**config.mk**
```make
export PLATFORM = sky130hd
export DESIGN_NAME = event_pending_interrupt_arbiter_unit_flat
export DESIGN_NICKNAME = d
export VERILOG_FILES = /design/src/rtl/core/epia_pkg.sv /design/src/rtl/core/epia_if.sv /design/src/rtl/core/epia_ctrl.sv /design/src/rtl/core/epia_dp.sv /design/src/rtl/core/event_pending_interrupt_arbiter_unit.sv /design/src/flat_wrapper.sv
export SDC_FILE = /design/constraint.sdc
export NUM_CORES = 1
export LEC_CHECK = 0
export BUFFER_PORTS_ARGS = -buffer_cell sky130_fd_sc_hd__buf_2
export CORE_MARGIN = 2
export CORE_UTILIZATION = 47
export CTS_CLUSTER_SIZE = 40
export DETAILED_ROUTE_END_ITERATION = 10
export PLACE_DENSITY = 0.66
export SETUP_SLACK_MARGIN = 0.2
export SLEW_MARGIN = 30
export SYNTH_ARGS = -nofsm -noshare
export SYNTH_HDL_FRONTEND = slang
export SYNTH_SLANG_ARGS = --single-unit
```
**constraint.sdc**
```tcl
create_clock -name clk -period 5.2 [get_ports clk]
set_input_delay 0.52 -clock clk [delete_from_list [all_inputs] [get_ports clk]]
set_output_delay 0.52 -clock clk [all_outputs]
set_load 0.005 [all_outputs]
```
**src/rtl/core/epia_pkg.sv**
```systemverilog
`default_nettype none

package epia_pkg;

  // defaults for the top-level parameters
  localparam int EVENT_TYPES_DEF = 16;
  localparam int MAX_RETRIES_DEF = 3;

  // pending bits examined per scan cycle
  localparam int SCAN_LANES = 4;

  // field widths
  localparam int CMD_W      = 2;
  localparam int TYPE_W     = 4;
  localparam int ID_W       = 8;
  localparam int HEV_W      = 32;
  localparam int VER_W      = 2;
  localparam int STATUS_W   = 2;
  localparam int SRC_W      = 16;
  localparam int TICK_W     = 16;
  localparam int FAIL_W     = 2;
  localparam int CFG_IDX_W  = 2;
  localparam int CFG_DATA_W = 32;

  localparam int KEY_MATRIX_TYPE = 0;
  localparam logic [VER_W-1:0]  MORE_VERSION = 2'd2;
  localparam logic [FAIL_W-1:0] FAIL_SAT     = 2'd3;

  typedef enum logic [CMD_W-1:0] {
    CMD_POST      = 2'd0,
    CMD_SEND_DONE = 2'd1,
    CMD_TICK      = 2'd2,
    CMD_QUERY     = 2'd3
  } cmd_t;

  typedef enum logic [STATUS_W-1:0] {
    ST_OK    = 2'd0,
    ST_NONE  = 2'd1,
    ST_NOSRC = 2'd2,
    ST_NOTQ  = 2'd3
  } status_t;

  typedef enum logic [CFG_IDX_W-1:0] {
    CFG_WAKE_MASK   = 2'd0,
    CFG_SRC_MASK    = 2'd1,
    CFG_RETRY_TICKS = 2'd2
  } cfg_idx_t;

  typedef struct packed {
    cmd_t              command;
    logic [TYPE_W-1:0] evt_kind;
    logic              send_ok;
    logic [ID_W-1:0]   send_id;
    logic              host_sleeping;
    logic [HEV_W-1:0]  host_events;
    logic [VER_W-1:0]  host_version;
  } item_t;

  typedef struct packed {
    status_t           status;
    logic [TYPE_W-1:0] chosen_event;
    logic              more_events;
    logic              raise_request;
    logic [ID_W-1:0]   raise_id;
    logic              line_release;
    logic              retry_toggled;
  } result_t;

  // controller to datapath
  typedef struct packed {
    logic capture;
    logic scan_step;
    logic commit;
  } dp_cmd_t;

  // datapath to controller
  typedef struct packed {
    logic in_is_query;
    logic scan_last;
  } dp_stat_t;

endpackage

`default_nettype wire

```
**src/rtl/core/epia_if.sv**
```systemverilog
`default_nettype none

interface epia_req_if;
  logic                            valid;
  logic                            ready;
  logic [epia_pkg::CMD_W-1:0]      command;
  logic [epia_pkg::TYPE_W-1:0]     evt_kind;
  logic                            send_ok;
  logic [epia_pkg::ID_W-1:0]       send_id;
  logic                            host_sleeping;
  logic [epia_pkg::HEV_W-1:0]      host_events;
  logic [epia_pkg::VER_W-1:0]      host_version;

  modport source (
    output valid, command, evt_kind, send_ok, send_id, host_sleeping, host_events,
           host_version,
    input  ready
  );
  modport sink (
    input  valid, command, evt_kind, send_ok, send_id, host_sleeping, host_events,
           host_version,
    output ready
  );
endinterface

interface epia_rsp_if;
  logic                            valid;
  logic                            ready;
  logic [epia_pkg::STATUS_W-1:0]   status;
  logic [epia_pkg::TYPE_W-1:0]     chosen_event;
  logic                            more_events;
  logic                            raise_request;
  logic [epia_pkg::ID_W-1:0]       raise_id;
  logic                            line_release;
  logic                            retry_toggled;

  modport source (
    output valid, status, chosen_event, more_events, raise_request, raise_id, line_release,
           retry_toggled,
    input  ready
  );
  modport sink (
    input  valid, status, chosen_event, more_events, raise_request, raise_id, line_release,
           retry_toggled,
    output ready
  );
endinterface

`default_nettype wire

```
**src/rtl/core/epia_ctrl.sv**
```systemverilog
`default_nettype none

module epia_ctrl (
  input  wire logic               clk,
  input  wire logic               rst,
  input  wire logic               req_valid,
  output logic                    req_ready,
  output logic                    rsp_valid,
  input  wire logic               rsp_ready,
  output epia_pkg::dp_cmd_t       cmd,
  input  wire epia_pkg::dp_stat_t stat
);

  typedef enum logic [1:0] {
    S_IDLE,
    S_SCAN,
    S_COMMIT
  } state_t;

  state_t state;
  logic   accept;

  assign req_ready     = (state == S_IDLE);
  assign accept        = req_valid && req_ready;
  assign cmd.capture   = accept;
  assign cmd.scan_step = (state == S_SCAN);
  // result slot is free when empty or being drained this cycle
  assign cmd.commit    = (state == S_COMMIT) && (!rsp_valid || rsp_ready);

  always_ff @(posedge clk) begin
    if (rst) begin
      state     <= S_IDLE;
      rsp_valid <= 1'b0;
    end else begin
      case (state)
        S_IDLE: begin
          if (accept) begin
            state <= stat.in_is_query ? S_SCAN : S_COMMIT;
          end
        end
        S_SCAN: begin
          if (stat.scan_last) begin
            state <= S_COMMIT;
          end
        end
        S_COMMIT: begin
          if (cmd.commit) begin
            state <= S_IDLE;
          end
        end
        default: begin
          state <= S_IDLE;
        end
      endcase
      rsp_valid <= cmd.commit || (rsp_valid && !rsp_ready);
    end
  end

endmodule

`default_nettype wire

```
**src/rtl/core/epia_dp.sv**
```systemverilog
`default_nettype none

module epia_dp #(
  parameter int EVENT_TYPES = epia_pkg::EVENT_TYPES_DEF,
  parameter int MAX_RETRIES = epia_pkg::MAX_RETRIES_DEF
) (
  input  wire logic                               clk,
  input  wire logic                               rst,
  input  wire logic                               cfg_we,
  input  wire logic [epia_pkg::CFG_IDX_W-1:0]     cfg_index,
  input  wire logic [epia_pkg::CFG_DATA_W-1:0]    cfg_data,
  input  wire epia_pkg::item_t                    item,
  input  wire epia_pkg::dp_cmd_t                  cmd,
  output epia_pkg::dp_stat_t                      stat,
  output epia_pkg::result_t                       result
);

  localparam int TW    = $clog2(EVENT_TYPES);
  localparam int LANES = epia_pkg::SCAN_LANES;
  localparam int OW    = $clog2(EVENT_TYPES + LANES);
  localparam int SW    = OW + 1;
  localparam int OUT_TW = epia_pkg::TYPE_W;
  localparam int NSRC  = epia_pkg::SRC_W;

  typedef enum logic [1:0] {
    PH_INACTIVE = 2'd0,
    PH_RAISING  = 2'd1,
    PH_ACTIVE   = 2'd2
  } phase_t;

  // configuration
  logic [epia_pkg::HEV_W-1:0]  wake_mask;
  logic [epia_pkg::SRC_W-1:0]  source_present_mask;
  logic [epia_pkg::TICK_W-1:0] retry_ticks;

  // arbiter state
  logic [EVENT_TYPES-1:0]        pending_events, pending_events_next;
  phase_t                        irq_phase, irq_phase_next;
  logic [epia_pkg::ID_W-1:0]     raise_counter, raise_counter_next;
  logic [epia_pkg::FAIL_W-1:0]   failed_count, failed_count_next;
  logic [TW-1:0]                 rr_start, rr_start_next;
  logic [epia_pkg::TICK_W-1:0]   retry_countdown, retry_countdown_next;
  logic                          retry_armed, retry_armed_next;

  // captured request and scan
  epia_pkg::item_t               item_q;
  logic [OW-1:0]                 scan_off;
  logic                          found;
  logic [TW-1:0]                 found_idx;
  logic [TW-1:0]                 lane_idx [LANES];
  logic [LANES-1:0]              lane_hit;
  logic                          step_hit;
  logic [TW-1:0]                 step_idx;

  epia_pkg::result_t             res_next;
  logic                          do_raise;
  logic [EVENT_TYPES-1:0]        post_vec, take_vec;
  logic                          src_ok;
  logic [epia_pkg::TICK_W-1:0]   ticks_load;

  function automatic logic raise_ok(
    input logic [EVENT_TYPES-1:0]      pend,
    input phase_t                      ph,
    input logic                        sleeping,
    input logic [epia_pkg::HEV_W-1:0]  hev,
    input logic [epia_pkg::HEV_W-1:0]  wmask
  );
    logic skip;
    skip = sleeping && ((hev & wmask) == '0) && !pend[epia_pkg::KEY_MATRIX_TYPE];
    return (pend != '0) && (ph == PH_INACTIVE) && !skip;
  endfunction

  assign stat.in_is_query = (item.command == epia_pkg::CMD_QUERY);

  // round-robin scan, a group of lanes per cycle
  always_comb begin
    logic [SW-1:0] off;
    logic [SW-1:0] sum;
    for (int j = 0; j < LANES; j++) begin
      off = SW'(scan_off) + SW'(j);
      sum = SW'(rr_start) + off;
      if (sum >= SW'(EVENT_TYPES)) begin
        sum = sum - SW'(EVENT_TYPES);
      end
      lane_idx[j] = sum[TW-1:0];
      lane_hit[j] = (off < SW'(EVENT_TYPES)) && pending_events[sum[TW-1:0]];
    end
  end

  always_comb begin
    step_hit = 1'b0;
    step_idx = '0;
    for (int j = LANES - 1; j >= 0; j--) begin
      if (lane_hit[j]) begin
        step_hit = 1'b1;
        step_idx = lane_idx[j];
      end
    end
  end

  assign stat.scan_last = step_hit || ((SW'(scan_off) + SW'(LANES)) >= SW'(EVENT_TYPES));

  // one-hot vectors for set, clear and source lookup
  always_comb begin
    src_ok = 1'b0;
    for (int t = 0; t < EVENT_TYPES; t++) begin
      post_vec[t] = (int'(item_q.evt_kind) == t);
      take_vec[t] = (int'(found_idx) == t);
    end
    for (int t = 0; t < NSRC; t++) begin
      if (int'(found_idx) == t) begin
        src_ok = source_present_mask[t];
      end
    end
  end

  assign ticks_load = (retry_ticks == '0) ? epia_pkg::TICK_W'(1) : retry_ticks;

  // next state and result of the captured request
  always_comb begin
    pending_events_next  = pending_events;
    irq_phase_next       = irq_phase;
    raise_counter_next   = raise_counter;
    failed_count_next    = failed_count;
    rr_start_next        = rr_start;
    retry_countdown_next = retry_countdown;
    retry_armed_next     = retry_armed;
    res_next             = '0;
    res_next.status      = epia_pkg::ST_NOTQ;
    do_raise             = 1'b0;

    case (item_q.command)
      epia_pkg::CMD_POST: begin
        pending_events_next = pending_events | post_vec;
        do_raise = raise_ok(pending_events_next, irq_phase, item_q.host_sleeping,
                            item_q.host_events, wake_mask);
      end
      epia_pkg::CMD_SEND_DONE: begin
        if (irq_phase == PH_RAISING && item_q.send_id == raise_counter) begin
          irq_phase_next       = item_q.send_ok ? PH_ACTIVE : PH_INACTIVE;
          retry_countdown_next = ticks_load;
          retry_armed_next     = 1'b1;
        end
      end
      epia_pkg::CMD_TICK: begin
        if (retry_armed) begin
          retry_countdown_next = retry_countdown - 1'b1;
          if (retry_countdown_next == '0) begin
            retry_armed_next = 1'b0;
            if (irq_phase == PH_ACTIVE) begin
              if (failed_count != epia_pkg::FAIL_SAT) begin
                failed_count_next = failed_count + 1'b1;
              end
              if (int'(failed_count_next) < MAX_RETRIES) begin
                irq_phase_next         = PH_INACTIVE;
                res_next.retry_toggled = 1'b1;
              end
            end
            do_raise = raise_ok(pending_events, irq_phase_next, item_q.host_sleeping,
                                item_q.host_events, wake_mask);
          end
        end
      end
      epia_pkg::CMD_QUERY: begin
        if (!found) begin
          irq_phase_next        = PH_INACTIVE;
          failed_count_next     = '0;
          retry_armed_next      = 1'b0;
          retry_countdown_next  = '0;
          res_next.line_release = 1'b1;
          res_next.status       = epia_pkg::ST_NONE;
        end else begin
          pending_events_next   = pending_events & ~take_vec;
          rr_start_next         = (int'(found_idx) + 1 >= EVENT_TYPES) ? '0
                                                                       : found_idx + 1'b1;
          res_next.chosen_event = OUT_TW'(found_idx);
          if (!src_ok) begin
            res_next.status = epia_pkg::ST_NOSRC;
          end else begin
            res_next.status = epia_pkg::ST_OK;
            if (pending_events_next == '0) begin
              irq_phase_next        = PH_INACTIVE;
              failed_count_next     = '0;
              retry_armed_next      = 1'b0;
              retry_countdown_next  = '0;
              res_next.line_release = 1'b1;
            end else if (item_q.host_version >= epia_pkg::MORE_VERSION) begin
              res_next.more_events = 1'b1;
            end
          end
        end
      end
      default: begin
      end
    endcase

    if (do_raise) begin
      irq_phase_next         = PH_RAISING;
      raise_counter_next     = raise_counter + 1'b1;
      res_next.raise_request = 1'b1;
      res_next.raise_id      = raise_counter_next;
    end
  end

  always_ff @(posedge clk) begin
    if (rst) begin
      wake_mask           <= '1;
      source_present_mask <= '1;
      retry_ticks         <= epia_pkg::TICK_W'(1000);
    end else if (cfg_we) begin
      case (epia_pkg::cfg_idx_t'(cfg_index))
        epia_pkg::CFG_WAKE_MASK:   wake_mask <= cfg_data;
        epia_pkg::CFG_SRC_MASK:    source_present_mask <= cfg_data[epia_pkg::SRC_W-1:0];
        epia_pkg::CFG_RETRY_TICKS: retry_ticks <= cfg_data[epia_pkg::TICK_W-1:0];
        default: begin
        end
      endcase
    end
  end

  always_ff @(posedge clk) begin
    if (rst) begin
      pending_events  <= '0;
      irq_phase       <= PH_INACTIVE;
      raise_counter   <= '0;
      failed_count    <= '0;
      rr_start        <= '0;
      retry_countdown <= '0;
      retry_armed     <= 1'b0;
      found           <= 1'b0;
    end else begin
      if (cmd.capture) begin
        found <= 1'b0;
      end else if (cmd.scan_step && step_hit) begin
        found <= 1'b1;
      end
      if (cmd.commit) begin
        pending_events  <= pending_events_next;
        irq_phase       <= irq_phase_next;
        raise_counter   <= raise_counter_next;
        failed_count    <= failed_count_next;
        rr_start        <= rr_start_next;
        retry_countdown <= retry_countdown_next;
        retry_armed     <= retry_armed_next;
      end
    end
  end

  always_ff @(posedge clk) begin
    if (cmd.capture) begin
      item_q   <= item;
      scan_off <= '0;
    end else if (cmd.scan_step) begin
      scan_off <= scan_off + OW'(LANES);
      if (step_hit) begin
        found_idx <= step_idx;
      end
    end
    if (cmd.commit) begin
      result <= res_next;
    end
  end

  a_armed_nonzero: assert property (@(posedge clk) disable iff (rst)
    retry_armed |-> retry_countdown != '0)
    else $error("retry timer armed with zero count");

  a_raise_id: assert property (@(posedge clk) disable iff (rst)
    cmd.commit && do_raise |=> raise_counter == result.raise_id && irq_phase == PH_RAISING)
    else $error("raise id does not match raise counter");

  a_take_clears: assert property (@(posedge clk) disable iff (rst)
    cmd.commit && item_q.command == epia_pkg::CMD_QUERY && found
    |=> !pending_events[$past(found_idx)])
    else $error("taken event still pending");

endmodule

`default_nettype wire

```
**src/rtl/core/event_pending_interrupt_arbiter_unit.sv**
```systemverilog
`default_nettype none

// event pending interrupt arbiter: keeps a bitmap of pending event types and a host
// interrupt that moves through inactive, raising and active. every request on req
// (post event, send done, tick, get next event) yields exactly one result on rsp.
// a post, send done or tick passes through capture and then commit to reach its result;
// a get-next query has scan steps between capture and commit, since the round-robin
// scanner looks at four pending bits per cycle starting at the rotating start pointer
// and stops at the first group holding a pending bit (or at the last group when nothing
// is pending). one request is in work at a time; req is ready again in the cycle after
// the commit, and a finished result waits in the output register while the next
// request is taken in. the commit stalls only if the previous result is still
// unclaimed.
// configuration writes (cfg_we, cfg_index, cfg_data) take effect at once and belong
// in idle periods; index 0 wake mask, 1 source present mask, 2 retry ticks.
module event_pending_interrupt_arbiter_unit #(
  parameter int EVENT_TYPES = epia_pkg::EVENT_TYPES_DEF,
  parameter int MAX_RETRIES = epia_pkg::MAX_RETRIES_DEF
) (
  input  wire logic                             clk,
  input  wire logic                             rst,
  input  wire logic                             cfg_we,
  input  wire logic [epia_pkg::CFG_IDX_W-1:0]   cfg_index,
  input  wire logic [epia_pkg::CFG_DATA_W-1:0]  cfg_data,
  epia_req_if.sink                              req,
  epia_rsp_if.source                            rsp
);

  epia_pkg::item_t    item;
  epia_pkg::result_t  result;
  epia_pkg::dp_cmd_t  cmd;
  epia_pkg::dp_stat_t stat;

  // request payload into one packed item
  assign item.command       = epia_pkg::cmd_t'(req.command);
  assign item.evt_kind      = req.evt_kind;
  assign item.send_ok       = req.send_ok;
  assign item.send_id       = req.send_id;
  assign item.host_sleeping = req.host_sleeping;
  assign item.host_events   = req.host_events;
  assign item.host_version  = req.host_version;

  // sequencing of capture, scan and commit
  epia_ctrl u_ctrl (
    .clk       (clk),
    .rst       (rst),
    .req_valid (req.valid),
    .req_ready (req.ready),
    .rsp_valid (rsp.valid),
    .rsp_ready (rsp.ready),
    .cmd       (cmd),
    .stat      (stat)
  );

  // bitmap, interrupt phase, retry timer and scanner
  epia_dp #(
    .EVENT_TYPES (EVENT_TYPES),
    .MAX_RETRIES (MAX_RETRIES)
  ) u_dp (
    .clk       (clk),
    .rst       (rst),
    .cfg_we    (cfg_we),
    .cfg_index (cfg_index),
    .cfg_data  (cfg_data),
    .item      (item),
    .cmd       (cmd),
    .stat      (stat),
    .result    (result)
  );

  // registered result onto the response channel
  assign rsp.status        = result.status;
  assign rsp.chosen_event  = result.chosen_event;
  assign rsp.more_events   = result.more_events;
  assign rsp.raise_request = result.raise_request;
  assign rsp.raise_id      = result.raise_id;
  assign rsp.line_release  = result.line_release;
  assign rsp.retry_toggled = result.retry_toggled;

endmodule

`default_nettype wire
```
**src/flat_wrapper.sv**
```systemverilog
// flat-port wrapper written by rule: the top's interface ports become plain ports
module event_pending_interrupt_arbiter_unit_flat 
#(
  parameter int EVENT_TYPES = epia_pkg::EVENT_TYPES_DEF,
  parameter int MAX_RETRIES = epia_pkg::MAX_RETRIES_DEF
)
  (clk, rst, cfg_we, cfg_index, cfg_data, req_valid, req_command, req_evt_kind, req_send_ok, req_send_id, req_host_sleeping, req_host_events, req_host_version, req_ready, rsp_valid, rsp_status, rsp_chosen_event, rsp_more_events, rsp_raise_request, rsp_raise_id, rsp_line_release, rsp_retry_toggled, rsp_ready);
  epia_req_if req_i ();
  epia_rsp_if rsp_i ();
  input  wire logic clk;
  input  wire logic rst;
  input  wire logic cfg_we;
  input  wire logic [epia_pkg::CFG_IDX_W-1:0] cfg_index;
  input  wire logic [epia_pkg::CFG_DATA_W-1:0] cfg_data;
  input wire logic [$bits(req_i.valid)-1:0] req_valid;
  input wire logic [$bits(req_i.command)-1:0] req_command;
  input wire logic [$bits(req_i.evt_kind)-1:0] req_evt_kind;
  input wire logic [$bits(req_i.send_ok)-1:0] req_send_ok;
  input wire logic [$bits(req_i.send_id)-1:0] req_send_id;
  input wire logic [$bits(req_i.host_sleeping)-1:0] req_host_sleeping;
  input wire logic [$bits(req_i.host_events)-1:0] req_host_events;
  input wire logic [$bits(req_i.host_version)-1:0] req_host_version;
  output wire logic [$bits(req_i.ready)-1:0] req_ready;
  output wire logic [$bits(rsp_i.valid)-1:0] rsp_valid;
  output wire logic [$bits(rsp_i.status)-1:0] rsp_status;
  output wire logic [$bits(rsp_i.chosen_event)-1:0] rsp_chosen_event;
  output wire logic [$bits(rsp_i.more_events)-1:0] rsp_more_events;
  output wire logic [$bits(rsp_i.raise_request)-1:0] rsp_raise_request;
  output wire logic [$bits(rsp_i.raise_id)-1:0] rsp_raise_id;
  output wire logic [$bits(rsp_i.line_release)-1:0] rsp_line_release;
  output wire logic [$bits(rsp_i.retry_toggled)-1:0] rsp_retry_toggled;
  input wire logic [$bits(rsp_i.ready)-1:0] rsp_ready;
  assign req_i.valid = req_valid;
  assign req_i.command = req_command;
  assign req_i.evt_kind = req_evt_kind;
  assign req_i.send_ok = req_send_ok;
  assign req_i.send_id = req_send_id;
  assign req_i.host_sleeping = req_host_sleeping;
  assign req_i.host_events = req_host_events;
  assign req_i.host_version = req_host_version;
  assign req_ready = req_i.ready;
  assign rsp_valid = rsp_i.valid;
  assign rsp_status = rsp_i.status;
  assign rsp_chosen_event = rsp_i.chosen_event;
  assign rsp_more_events = rsp_i.more_events;
  assign rsp_raise_request = rsp_i.raise_request;
  assign rsp_raise_id = rsp_i.raise_id;
  assign rsp_line_release = rsp_i.line_release;
  assign rsp_retry_toggled = rsp_i.retry_toggled;
  assign rsp_i.ready = rsp_ready;
  event_pending_interrupt_arbiter_unit #(.EVENT_TYPES(EVENT_TYPES), .MAX_RETRIES(MAX_RETRIES)) u_core (.clk(clk), .rst(rst), .cfg_we(cfg_we), .cfg_index(cfg_index), .cfg_data(cfg_data), .req(req_i), .rsp(rsp_i));
endmodule
```
After elaboration in Yosys (flattened, before gate mapping)
Index checks and enable logic that the tools add are counted.
- $add $sub $neg: 18
- order comparisons: 16
- eq/ne operators: 57
- mux-type cells: 92
- bitwise gates (word level): 8
- reductions and logical operators: 58
- operators with widths (cell ; number):
    two-way mux 16 bit ; 7
    equality test 4 bit (second input constant) ; 16
    two-way mux 2 bit ; 27
    zero test 16 bit ; 3
    one-hot mux 16 bit (3 select lines) ; 1
    two-way mux 1 bit ; 37
    two-way mux 4 bit ; 9
    AND 32 bit ; 1
    equality test 4 x 3 -> 1 bit (second input constant) ; 8
    zero test 32 bit ; 1
    one-hot mux 16 bit (2 select lines) ; 1
    nonzero test 16 bit ; 2
    >= comparator 6 x 5 -> 1 bit (second input constant) ; 5
    less-than comparator 4 x 5 -> 1 bit (second input constant) ; 4
    adder 4 x 6 -> 6 bit ; 3
    less-than comparator 6 x 5 -> 1 bit (second input constant) ; 3
    AND 16 bit ; 1
    binary-select mux 1 bit (select 4 bit) ; 4
    equality test 4 x 2 -> 1 bit (second input constant) ; 4
    logical AND 1 bit ; 16
    NOT 16 bit ; 1
    OR 16 bit ; 1
    subtractor 16 x 1 -> 16 bit (second input constant) ; 1
    subtractor 4 x 1 -> 4 bit (second input constant) ; 4
    42 further kinds ; 89
- register bits after elaboration: 194
- input port bits: 89
- output and inout bits: 20
- logic and storage cells: 279

Depth between registers and ports, before layout
Gate-level depths: netlist of the first run.
- depth in word-level cells: 21
- mapped depth: 13

Modules after synthesis
Synthesis of the first run repeated with hierarchy kept, for this count alone.
- cell total of the unflattened synthesis: 961
- area, all modules: 9641.7 um2
- modules (own cells, without submodules) (module ; instances ; cells each ; area each (um2)):
    epia_dp ; 1 ; 943 ; 9477.8
    epia_ctrl ; 1 ; 18 ; 163.9

Worst setup path after synthesis of the first run
No wires, ideal clock.
- path kind: register -> register
- start: reg u_core.u_dp.rr_start[0]
- end: reg u_core.u_dp.found_idx[1], data pin
- library setup time: 0.262 ns
- arrival: 3.120 ns
- slack: 1.819 ns
- cell stages (with the launch flop): 14
- buffers on the path: 3
- clock period less this slack: 3.381 ns
- path through: dfxtp_1 buf_4 buf_2 inv_1 ha_1 buf_1 mux4_2 mux2_2 o21bai_1 a21o_1 inv_1 and2_0 a31oi_1 o22ai_1
- word-level cells in the longest chain between the ends: 10
- elaborated cells between the ends (all ways): 32
- those cells by class: 8 x add/sub; 4 x order compare; 16 x mux; 4 x reduce/logical
- ends and longest elaborated chain (item ; RTL line ; source):
    start: declaration ; epia_dp.sv:41 ; logic [TW-1:0] rr_start, rr_start_next;
    start signal: assignment ; epia_dp.sv:242 ; rr_start <= rr_start_next;
    adder 4 x 6 -> 6 bit ; epia_dp.sv:81 ; sum = SW'(rr_start) + off;
    >= comparator 6 x 5 -> 1 bit or subtractor 4 x 1 -> 4 bit (tied branches) ; epia_dp.sv:82, epia_dp.sv:83 ;
    two-way mux 4 bit ; epia_dp.sv:82 ; if (sum >= SW'(EVENT_TYPES)) begin
    binary-select mux 1 bit (select 4 bit) ; epia_dp.sv:86 ; lane_hit[j] = (off < SW'(EVENT_TYPES)) && pending_events[sum[TW-1:0]];
    two-way mux 1 bit (not written as such) ; epia_dp.sv:86 ;
    logical AND 1 bit ; epia_dp.sv:86 ;
    two-way mux 4 bit (3 in a row) ; epia_dp.sv:94 ; if (lane_hit[j]) begin
    two-way mux 4 bit * ; epia_dp.sv:94 ;
    via u_core.u_dp.step_idx[1] ; epia_dp.sv:53 ; logic [TW-1:0] step_idx;
    end signal: assignment ; epia_dp.sv:256 ; found_idx <= step_idx;
    end: declaration ; epia_dp.sv:49 ; logic [TW-1:0] found_idx;
The timed path passes the listed nets; every way through them passes the cells marked *. The select of a mux whose other input is x is not followed.
A chain may end at the register's enable or synchronous reset.

Final worst setup path of the first run
- start: reg u_core.u_dp.found_idx[0]
- end: reg u_core.u_dp.retry_countdown[0] (netlist name)
- word-level cells in the longest chain between the ends: 19
- elaborated cells between the ends (all ways): 38
- those cells by class: 17 x eq/ne; 16 x mux; 2 x bitwise; 3 x reduce/logical
- ends and longest elaborated chain (item ; RTL line ; source):
    zero test 4 bit ; epia_dp.sv:108, epia_dp.sv:111 ;
    two-way mux 1 bit (16 in a row) ; epia_dp.sv:111 ; if (int'(found_idx) == t) begin
    inequality test 3 bit (no line) ; -- ;
    AND reduction 6 bit (no line) * ; -- ;
    end signal: assignment ; epia_dp.sv:243 ; retry_countdown <= retry_countdown_next;
    end: declaration ; epia_dp.sv:42 ; logic [epia_pkg::TICK_W-1:0] retry_countdown, retry_countdown_next;
Every way passes the cells marked *; elsewhere a longest branch is shown, timed or not.

==> impl_metrics.tcl, run 1 <==
set metrics [dict create \
    status "finished clean" \
    cts_sinks 191 \
    leakage_uw 0.00410 \
    power.share.clock 0.396 \
    r2r-start "u_core.u_dp.found_idx[0]" \
    htree_levels 4 \
    cts_tree "built" \
    cts.repair.resized 0 \
    ir_drop_mv 0.238 \
    grt_pass1_vias 7478 \
    syn_to_final_growth_pct 13.7 \
    yosys-top-cells-area "dfxtp_1 25%, edfxtp_1 22%, nand2_1 6.0%, mux4_2 4.0%, mux2i_1 3.9%" \
    power.switching_uw 925 \
    finalCritPeriodShare 0.701 \
    routed_wl_mm 24.1 \
    synth_nets 1082 \
    crit_type "reg -> reg" \
    critPathLaunchType "flop" \
    required_ps 5530 \
    die_area_mm2 0.0214 \
    hold_viol 0 \
    final_max_slew_viol_count 0 \
    tns_ps 0 \
    pin_count 109 \
    hold_buffers 0 \
    drive_gt1_frac 0.178 \
    max_slew_margin 0.443 \
    final_common_cell "nand2_1" \
    wl_per_cell_um 18.0 \
    drt_iter0_markers 817 \
    overflow 0 \
    cts_inserted_buffers 17 \
    io_buffers 107 \
    dieWidth_um 146 \
    setup_viol_count_final 0 \
    ys.flop_type "dfxtp_1" \
    clock_latency_ps 430 \
    p_comb_frac 0.104 \
    intPower_uw 2410 \
    die_y_um 146 \
    critical_path_arrival_ps 3970 \
    skew_ps 9.86 \
    ctsRootBufferMaster "clkbuf_16" \
    rsz0062_at_grt "no" \
    place_inst 1303 \
    pre_cts_ws_ps 1660 \
    synth_edf_count 71 \
    vias 7878 \
    clk_pin_slew_worst_paths_ps 80 \
    fin_util 0.539 \
    powerDensity_mw_per_mm2 309 \
    drc_errors 0 \
    layout_common_cells "152 x nand2_1, 120 x dfxtp_1, 107 x buf_2, 75 x nor2_1, 71 x edfxtp_1" \
    place.gp.congestion 0.891 \
    fin_nets 1159 \
    synthCells 975 \
    hp-class "in -> reg" \
    drt_first_pass_iters 6 \
    synth_top_area_share 0.253 \
    tightest_slew_ps 832 \
    antenna_found_initial 0 \
    finalNonFillerCells 1335 \
    min_from "req_host_events[9]" \
    critPathMaxFanout 16 \
    max_freq_mhz 274 \
    pwr-share-seq 0.499 \
    p_total_uw 3330 \
    hpwl_mm 16.5 \
    initial_core_util 0.474 \
    core_mm2 0.0200 \
    grt_max_degree 64 \
    synth_warnings 0 \
    post_cts_buffers 0 \
    clk_path_buf_depth 2 \
    routed_via_density 5.90 \
    endpoint_kind "flop" \
    swShare 0.277 \
    crit_start "u_core.u_dp.found_idx[0]" \
    syn_area_mm2 0.00951 \
    cap_violations 0 \
    yosysUniqueCellTypes 77 \
    yosysSeqAreaShare 0.477 \
    synth_top_area_cell "dfxtp_1" \
    postRouteAntennaNets 0 \
    synthArstFlopShare 0 \
    min_period_ps 3640 \
    finalWorstSetupSlack_ps 1560 \
    syn_area_per_cell_um2 9.75 \
    diodes 0 \
    rows 52 \
    grt_pass1_wl_mm 39.2 \
    synth-seq-cells 191 \
    grt.total_usage 0.227 \
]
## kinds of logic (layout without fill, tap and decap cells)
| kind of cell | count (synthesis) | after routing | share of synthesized area |
|---|---|---|---|
| buffers and inverters | 88 | 178 | 0.0383 |
| DFF | 191 | 191 | 0.477 |
| AOI/OAI and AO/OA | 211 | 211 | 0.160 |
| xor gates and xnor gates | 28 | 28 | 0.0258 |
| muxes | 57 | 57 | 0.0828 |
| adders and majority gates | 18 | 18 | 0.0245 |
| and+or+nand+nor | 382 | 382 | 0.191 |
## synth_stat cells (all sizes together) (5+ instances only)
library cell,n
nor4,12
dfxtp,120
o21ai,27
a31oi,11
a21oi,55
a221oi,11
o21a,8
buf,21
edfxtp,71
nor2b,6
ha,17
and3,21
nor2,76
xor2,11
nand3,40
a22o,8
nand2,152
clkbuf,34
and4,7
a311oi,6
inv,31
nand4,10
o22ai,9
nand2b,6
a211oi,8
nor4b,5
mux4,17
a32oi,6
nor3,20
xnor2,17
and2,7
a22oi,13
nand3b,7
o31ai,6
mux2i,37
## metal layers
metal,up-vias,track usage,part of all wire
li1,3753,-,-
met1,3780,0.313,0.45
met5,-,0,0
met3,38,0.0416,0.061
met2,307,0.363,0.47
met4,0,0.0743,0.021
## critical path, cell delays in order (launching register included)
cell and delay, ps:
edfxtp_1 450, inv_1 170, ha_1 590, nor4b_1 340, o22ai_1 150, or4_4 580
o21ai_4 420, nand3_2 440, a32o_1 390
## through the flow
step	area (um2)	hold WS [ps]
2_1_floorplan	9510	436
3_3_place_gp	10200	443
3_5_place_dp	10200	448
4_1_cts	10800	238
5_1_grt	10800	235
6_report	10800	253
## area by class of cell
type,count,area (um2)
tap,270,338
sequential,191,4530
fill,1866,9230
clock inverter,15,186
timing repair buffer,113,581
multi-input combinational,696,4620
clock buffer,17,425
inverter,33,124
## path summary, 6_finish.rpt
path / endpoint / slack, ps / depth (start not counted)
max reg2reg: u_core.u_dp.retry_countdown[0] / 1560 / 8
max: u_core.u_dp.retry_countdown[0] / 1560 / 8
min reg2reg: u_core.u_dp.retry_ticks[0] / 460 / 2
min: u_core.u_dp.item_q[11] / 250 / 1
## power groups by stage
stage | Clock (uW) | Combinational [uW] | Sequential (uW)
after floorplan | 0 | 234 | 1690
after global placement | 0 | 339 | 1700
after detailed placement | 0 | 343 | 1700
after CTS | 1340 | 345 | 1660
after global routing | 1400 | 384 | 1670
final | 1320 | 347 | 1670
## state kept, by name (all words and copies together) (netlist names), 8 cells and up
name,cells
u_core.u_dp.item_q,49
u_core.u_dp.pending_events,16
u_core.u_dp.raise_counter,8
u_core.u_dp.result,18
u_core.u_dp.retry_countdown,16
u_core.u_dp.retry_ticks,16
u_core.u_dp.source_present_mask,16
u_core.u_dp.wake_mask,32
Power figures use the tool's default switching activity.
==> run 2: changes to the inputs <==
Settings changed: PLACE_DENSITY 0.66 to 0.69.
Clock period 5.2 ns to 3 ns, I/O delays scaled along.
==> run 2 against run 1 <==
  * Die area unchanged
  * Wire length increased by 3.7%
  * Largest power group unchanged
  * Worst setup slack worse by 1400 ps
  * Highest routed layer unchanged
  * Sequential share of layout area down 2.6 points
  * First-iteration DRC count down 27%
==> impl_metrics.tcl, run 2 (synthesis results as in run 1) <==
set metrics [dict create \
    status "finished clean" \
    hpwl_mm 17.0 \
    core_mm2 0.0200 \
    vias 8195 \
    overflow 0 \
    crit_buf_inv 3 \
    clk_pin_slew_worst_paths_ps 80 \
    cap_violations 0 \
    dieWidth_um 146 \
    io_buffers 107 \
    clock_latency_ps 450 \
    cp_top_family "compound AO/OA/AOI/OAI gates" \
    critPathLaunchType "flop" \
    ctsRootBufferMaster "clkbuf_16" \
    top_regs "u_core.u_dp.item_q x49, u_core.u_dp.wake_mask x32, u_core.u_dp.result x18" \
    grt_pass1_vias 7653 \
    worstPathCellList "buf_6, ha_4, buf_6, a211oi_2, o21ai_1, o2111a_1, or3_4, a31oi_4, o21ai_4, buf_6, and3_4, a221oi_1" \
    cts_inserted_buffers 17 \
    grt.total_usage 0.230 \
    powerDensity_mw_per_mm2 519 \
    min_from "req_host_events[23]" \
    crit_type "reg -> reg" \
    rows 52 \
    routed_wl_mm 25.0 \
    skew_ps 11.0 \
    finalCritPeriodShare 0.933 \
    antenna_found_initial 0 \
    crit_start "u_core.u_dp.found_idx[0]" \
    max_slew_margin 0.488 \
    layout_common_cells "152 x nand2_1, 117 x dfxtp_1, 107 x buf_2, 73 x nor2_1, 71 x edfxtp_1" \
    initial_core_util 0.474 \
    wl_per_cell_um 17.9 \
    grtUsageMet1 0.309 \
    die_area_mm2 0.0214 \
    top_register "u_core.u_dp.item_q" \
    htree_levels 4 \
    ir_drop_mv 0.383 \
    grt_util_met2 0.364 \
    grt_pass1_wl_mm 39.5 \
    grt_max_degree 59 \
    pin_count 109 \
    cts_tree "built" \
    fin_nets 1216 \
    clk_path_buf_depth 2 \
    drt_first_pass_iters 6 \
    required_ps 3350 \
    postRouteAntennaNets 0 \
    cp_common_cell "buf_6" \
    hp-class "in -> reg" \
    r2r-start "u_core.u_dp.found_idx[0]" \
    endpoint_kind "flop" \
    place.gp.congestion 0.942 \
    final_common_cell "nand2_1" \
    drc_errors 0 \
    place_inst 1339 \
    leakage_uw 0.00444 \
    max_freq_mhz 357 \
    cts_sinks 191 \
    final_max_slew_viol_count 0 \
    critical_path_arrival_ps 3150 \
    grtUsageMet3 0.0541 \
    hold_viol 0 \
    largest_register_ffs 49 \
    setup_viol_count_final 0 \
    fillers 1757 \
    finalNonFillerCells 1392 \
    routed_via_density 5.89 \
    tns_ps 0 \
    critPathSlowestCell "edfxtp_1" \
    diodes 0 \
    min_period_ps 2800 \
    syn_to_final_growth_pct 21.4 \
    drive_gt1_frac 0.247 \
    slowest_delay_ps 420 \
    rsz0062_at_grt "yes" \
    tightest_slew_ps 760 \
    critPathMaxFanout 7 \
    busiest_layer "met2" \
    die_y_um 146 \
    drt_iter0_markers 598 \
]
[run 2: cell count changes in the layout (fill, tap and decap cells not counted), moves of 4 or more]
cell	previous run	this run
buf_4	6	48
buf_6	0	11
ha_4	0	5
inv_1	31	26
inv_2	1	6
ha_1	16	12
[run 2: area by class of cell]
class / instances / area, um2 / share of cell area
inverters: 33 / 124 / 0.0107
clock inverters: 15 / 236 / 0.0205
repair buffers: 170 / 1080 / 0.0935
flip-flops and latches: 191 / 4540 / 0.393
multi-input cells: 696 / 4800 / 0.416
well taps: 270 / 338 / 0.0293
clock buffers: 17 / 425 / 0.0369
[run 2: metal layers]
metal / vias up / wire length (um)
li1: 3861 / -
met1: 3892 / 10700
met2: 389 / 11800
met3: 53 / 1900
met4: 0 / 626
met5: - / 0
[run 2: per-stage QoR]
step	hold slack (ps)	instance area, um2	utilization	power (uW)	setup slack (ps)
5_1_grt	2.07	11500	0.576	6200	135
2_1_floorplan	399	9550	-	3330	176
6_report	19.5	11500	0.576	5990	202
4_1_cts	6.54	11200	0.559	6000	209
3_3_place_gp	448	10500	0.524	3560	72.6
3_5_place_dp	451	10500	0.524	3570	48.0
[run 2: final timing paths]
check,endpoint,slack [ps],cells past startpoint
max,u_core.u_dp.retry_countdown[15],200,12
min,u_core.u_dp.item_q[25],20,1
max reg2reg,u_core.u_dp.retry_countdown[15],200,12
min reg2reg,u_core.u_dp.retry_ticks[0],460,2
[run 2: what timing repair did]
item                                   4_1_cts  5_1_grt
hold buffers                                 0        2
pin swaps                                    1       15
endpoints found under the hold margin        0        2
setup endpoints to repair                   19       43
setup buffers                                1       18
gates resized for setup                      8       46
[run 2: power breakdown]
part / leakage [uW] / internal, uW / switching, uW
registers: 0.00166 / 2810 / 72.2
clock network: 0.000316 / 1300 / 1150
logic: 0.00247 / 263 / 392
[run 2: worst register-to-register path, stage by stage, from the launching register on]
cell and delay, ps:
edfxtp_1 420, buf_6 160, ha_4 190, buf_6 140, a211oi_2 240, o21ai_1 100, o2111a_1 140, or3_4 400
a31oi_4 230, o21ai_4 110, buf_6 160, and3_4 190, a221oi_1 250
==> run 3: changes to the inputs <==
Settings changed: HOLD_SLACK_MARGIN from default to 0.1.
==> run 3 against run 2 <==
  * Total power rose by 1.3%
  * Worst setup slack improved by 67 ps
  * Wire length rose by 3.7%
  * Highest routed layer unchanged
  * Sequential share of layout area fell by 1.9 points
  * Fmax rose by 2.5%
  * Utilization rose by 2.9 points
  * Clock power barely moved
  * Die area did not move
==> impl_metrics.tcl, run 3 (synthesis results as in run 1) <==
set metrics [dict create \
    status "finished clean" \
    critical_path_arrival_ps 3070 \
    die_y_um 146 \
    drc_errors 0 \
    cts_sinks 191 \
    core_mm2 0.0200 \
    tightest_slew_ps 776 \
    diodes 0 \
    leakage_uw 0.00468 \
    clk_path_buf_depth 2 \
    ir_drop_mv 0.390 \
    whs_ps 106 \
    p_total_uw 6060 \
    pin_count 109 \
    top_register "u_core.u_dp.item_q" \
    routed_wl_mm 25.9 \
    grt_max_degree 59 \
    ctsRootBufferMaster "clkbuf_16" \
    die_area_mm2 0.0214 \
    syn_to_final_growth_pct 27.5 \
    hpwl_mm 17.0 \
    grt_pass1_wl_mm 41.3 \
    io_buffers 107 \
    rsz0062_at_grt "no" \
    htree_levels 4 \
    cts_inserted_buffers 17 \
    largest_register_ffs 49 \
    clock_latency_ps 450 \
    overflow 0 \
    fin_nets 1276 \
    dieWidth_um 146 \
    skew_ps 11.2 \
    powerDensity_mw_per_mm2 500 \
    vias 8432 \
    clk_pin_slew_worst_paths_ps 80 \
    place.gp.congestion 0.942 \
    critPathLaunchType "flop" \
    setup_viol_count_final 0 \
    finalCritPeriodShare 0.910 \
    max_freq_mhz 366 \
    layout_common_cells "152 x nand2_1, 117 x dfxtp_1, 107 x buf_2, 74 x nor2_1, 71 x edfxtp_1" \
    top_regs "u_core.u_dp.item_q x49, u_core.u_dp.wake_mask x32, u_core.u_dp.result x18" \
    initial_core_util 0.474 \
    required_ps 3340 \
    routed_via_density 5.81 \
    finalNonFillerCells 1452 \
    crit_type "reg -> reg" \
    max_slew_margin 0.482 \
    endpoint_kind "flop" \
    min_period_ps 2730 \
    place_inst 1339 \
    cap_violations 0 \
    final_max_slew_viol_count 0 \
    hold_viol 0 \
    hp-class "in -> reg" \
    postRouteAntennaNets 0 \
    wl_per_cell_um 17.8 \
    grt.total_usage 0.240 \
    antenna_found_initial 0 \
    drt_first_pass_iters 6 \
    final_common_cell "nand2_1" \
    critPathMaxFanout 12 \
    grt_pass1_vias 8044 \
    tns_ps 0 \
    fin_util 0.605 \
    cts_tree "built" \
    rows 52 \
    drt_iter0_markers 706 \
    drive_gt1_frac 0.228 \
]
## run 3: where the power goes
group | switching, uW | internal, uW | leakage (uW)
Sequential | 72.6 | 2810 | 0.00166
Clock | 1160 | 1300 | 0.000316
Combinational | 404 | 316 | 0.00271
## run 3: repair_timing
action,in CTS,in global routing
pin swaps,1,11
hold buffers,66,0
endpoints found under the setup margin,19,37
buffers inserted,1,14
resized for setup,8,34
endpoints found under the hold margin,66,0
## run 3: final cells by class
class / instances / area [um2]
Multi-Input combinational cell: 696 / 4780
Timing Repair Buffer: 230 / 1670
Clock buffer: 17 / 425
Clock inverter: 15 / 236
Inverter: 33 / 124
Fill cell: 1690 / 7920
Tap cell: 270 / 338
Sequential cell: 191 / 4540
## run 3: layer usage
layer	track usage	vias to the layer above	wire length, um
met5	0	-	0
met2	0.393	396	12500
li1	-	3982	-
met3	0.0459	47	1770
met1	0.319	4007	11100
met4	0.0874	0	603
## run 3: final timing paths
path / from / to / slack, ps / depth (start not counted)
setup / recovery: u_core.u_dp.found_idx[1] / u_core.u_dp.retry_countdown[0] / 270 / 9
hold / removal: cfg_data[1] / u_core.u_dp.source_present_mask[1] / 110 / 3
setup reg to reg: u_core.u_dp.found_idx[1] / u_core.u_dp.retry_countdown[0] / 270 / 9
hold reg to reg: u_core.u_dp.retry_ticks[0] / u_core.u_dp.retry_ticks[0] / 460 / 2
## run 3: metrics by stage
stage	setup WS, ps	instance area (um2)
after detailed placement	48.0	10500
after CTS	209	11900
final	270	12100
after global placement	72.6	10500
after global routing	175	12100
after floorplan	176	9550
## run 3: worst max-delay path: stages (launching register included)
cell      delay [ps]
edfxtp_1         450
inv_2            150
ha_4             230
nand3_1          130
a21oi_1          200
o22ai_2           80
or4_4            560
o21ai_4          230
nand3_4          230
a32o_1           340
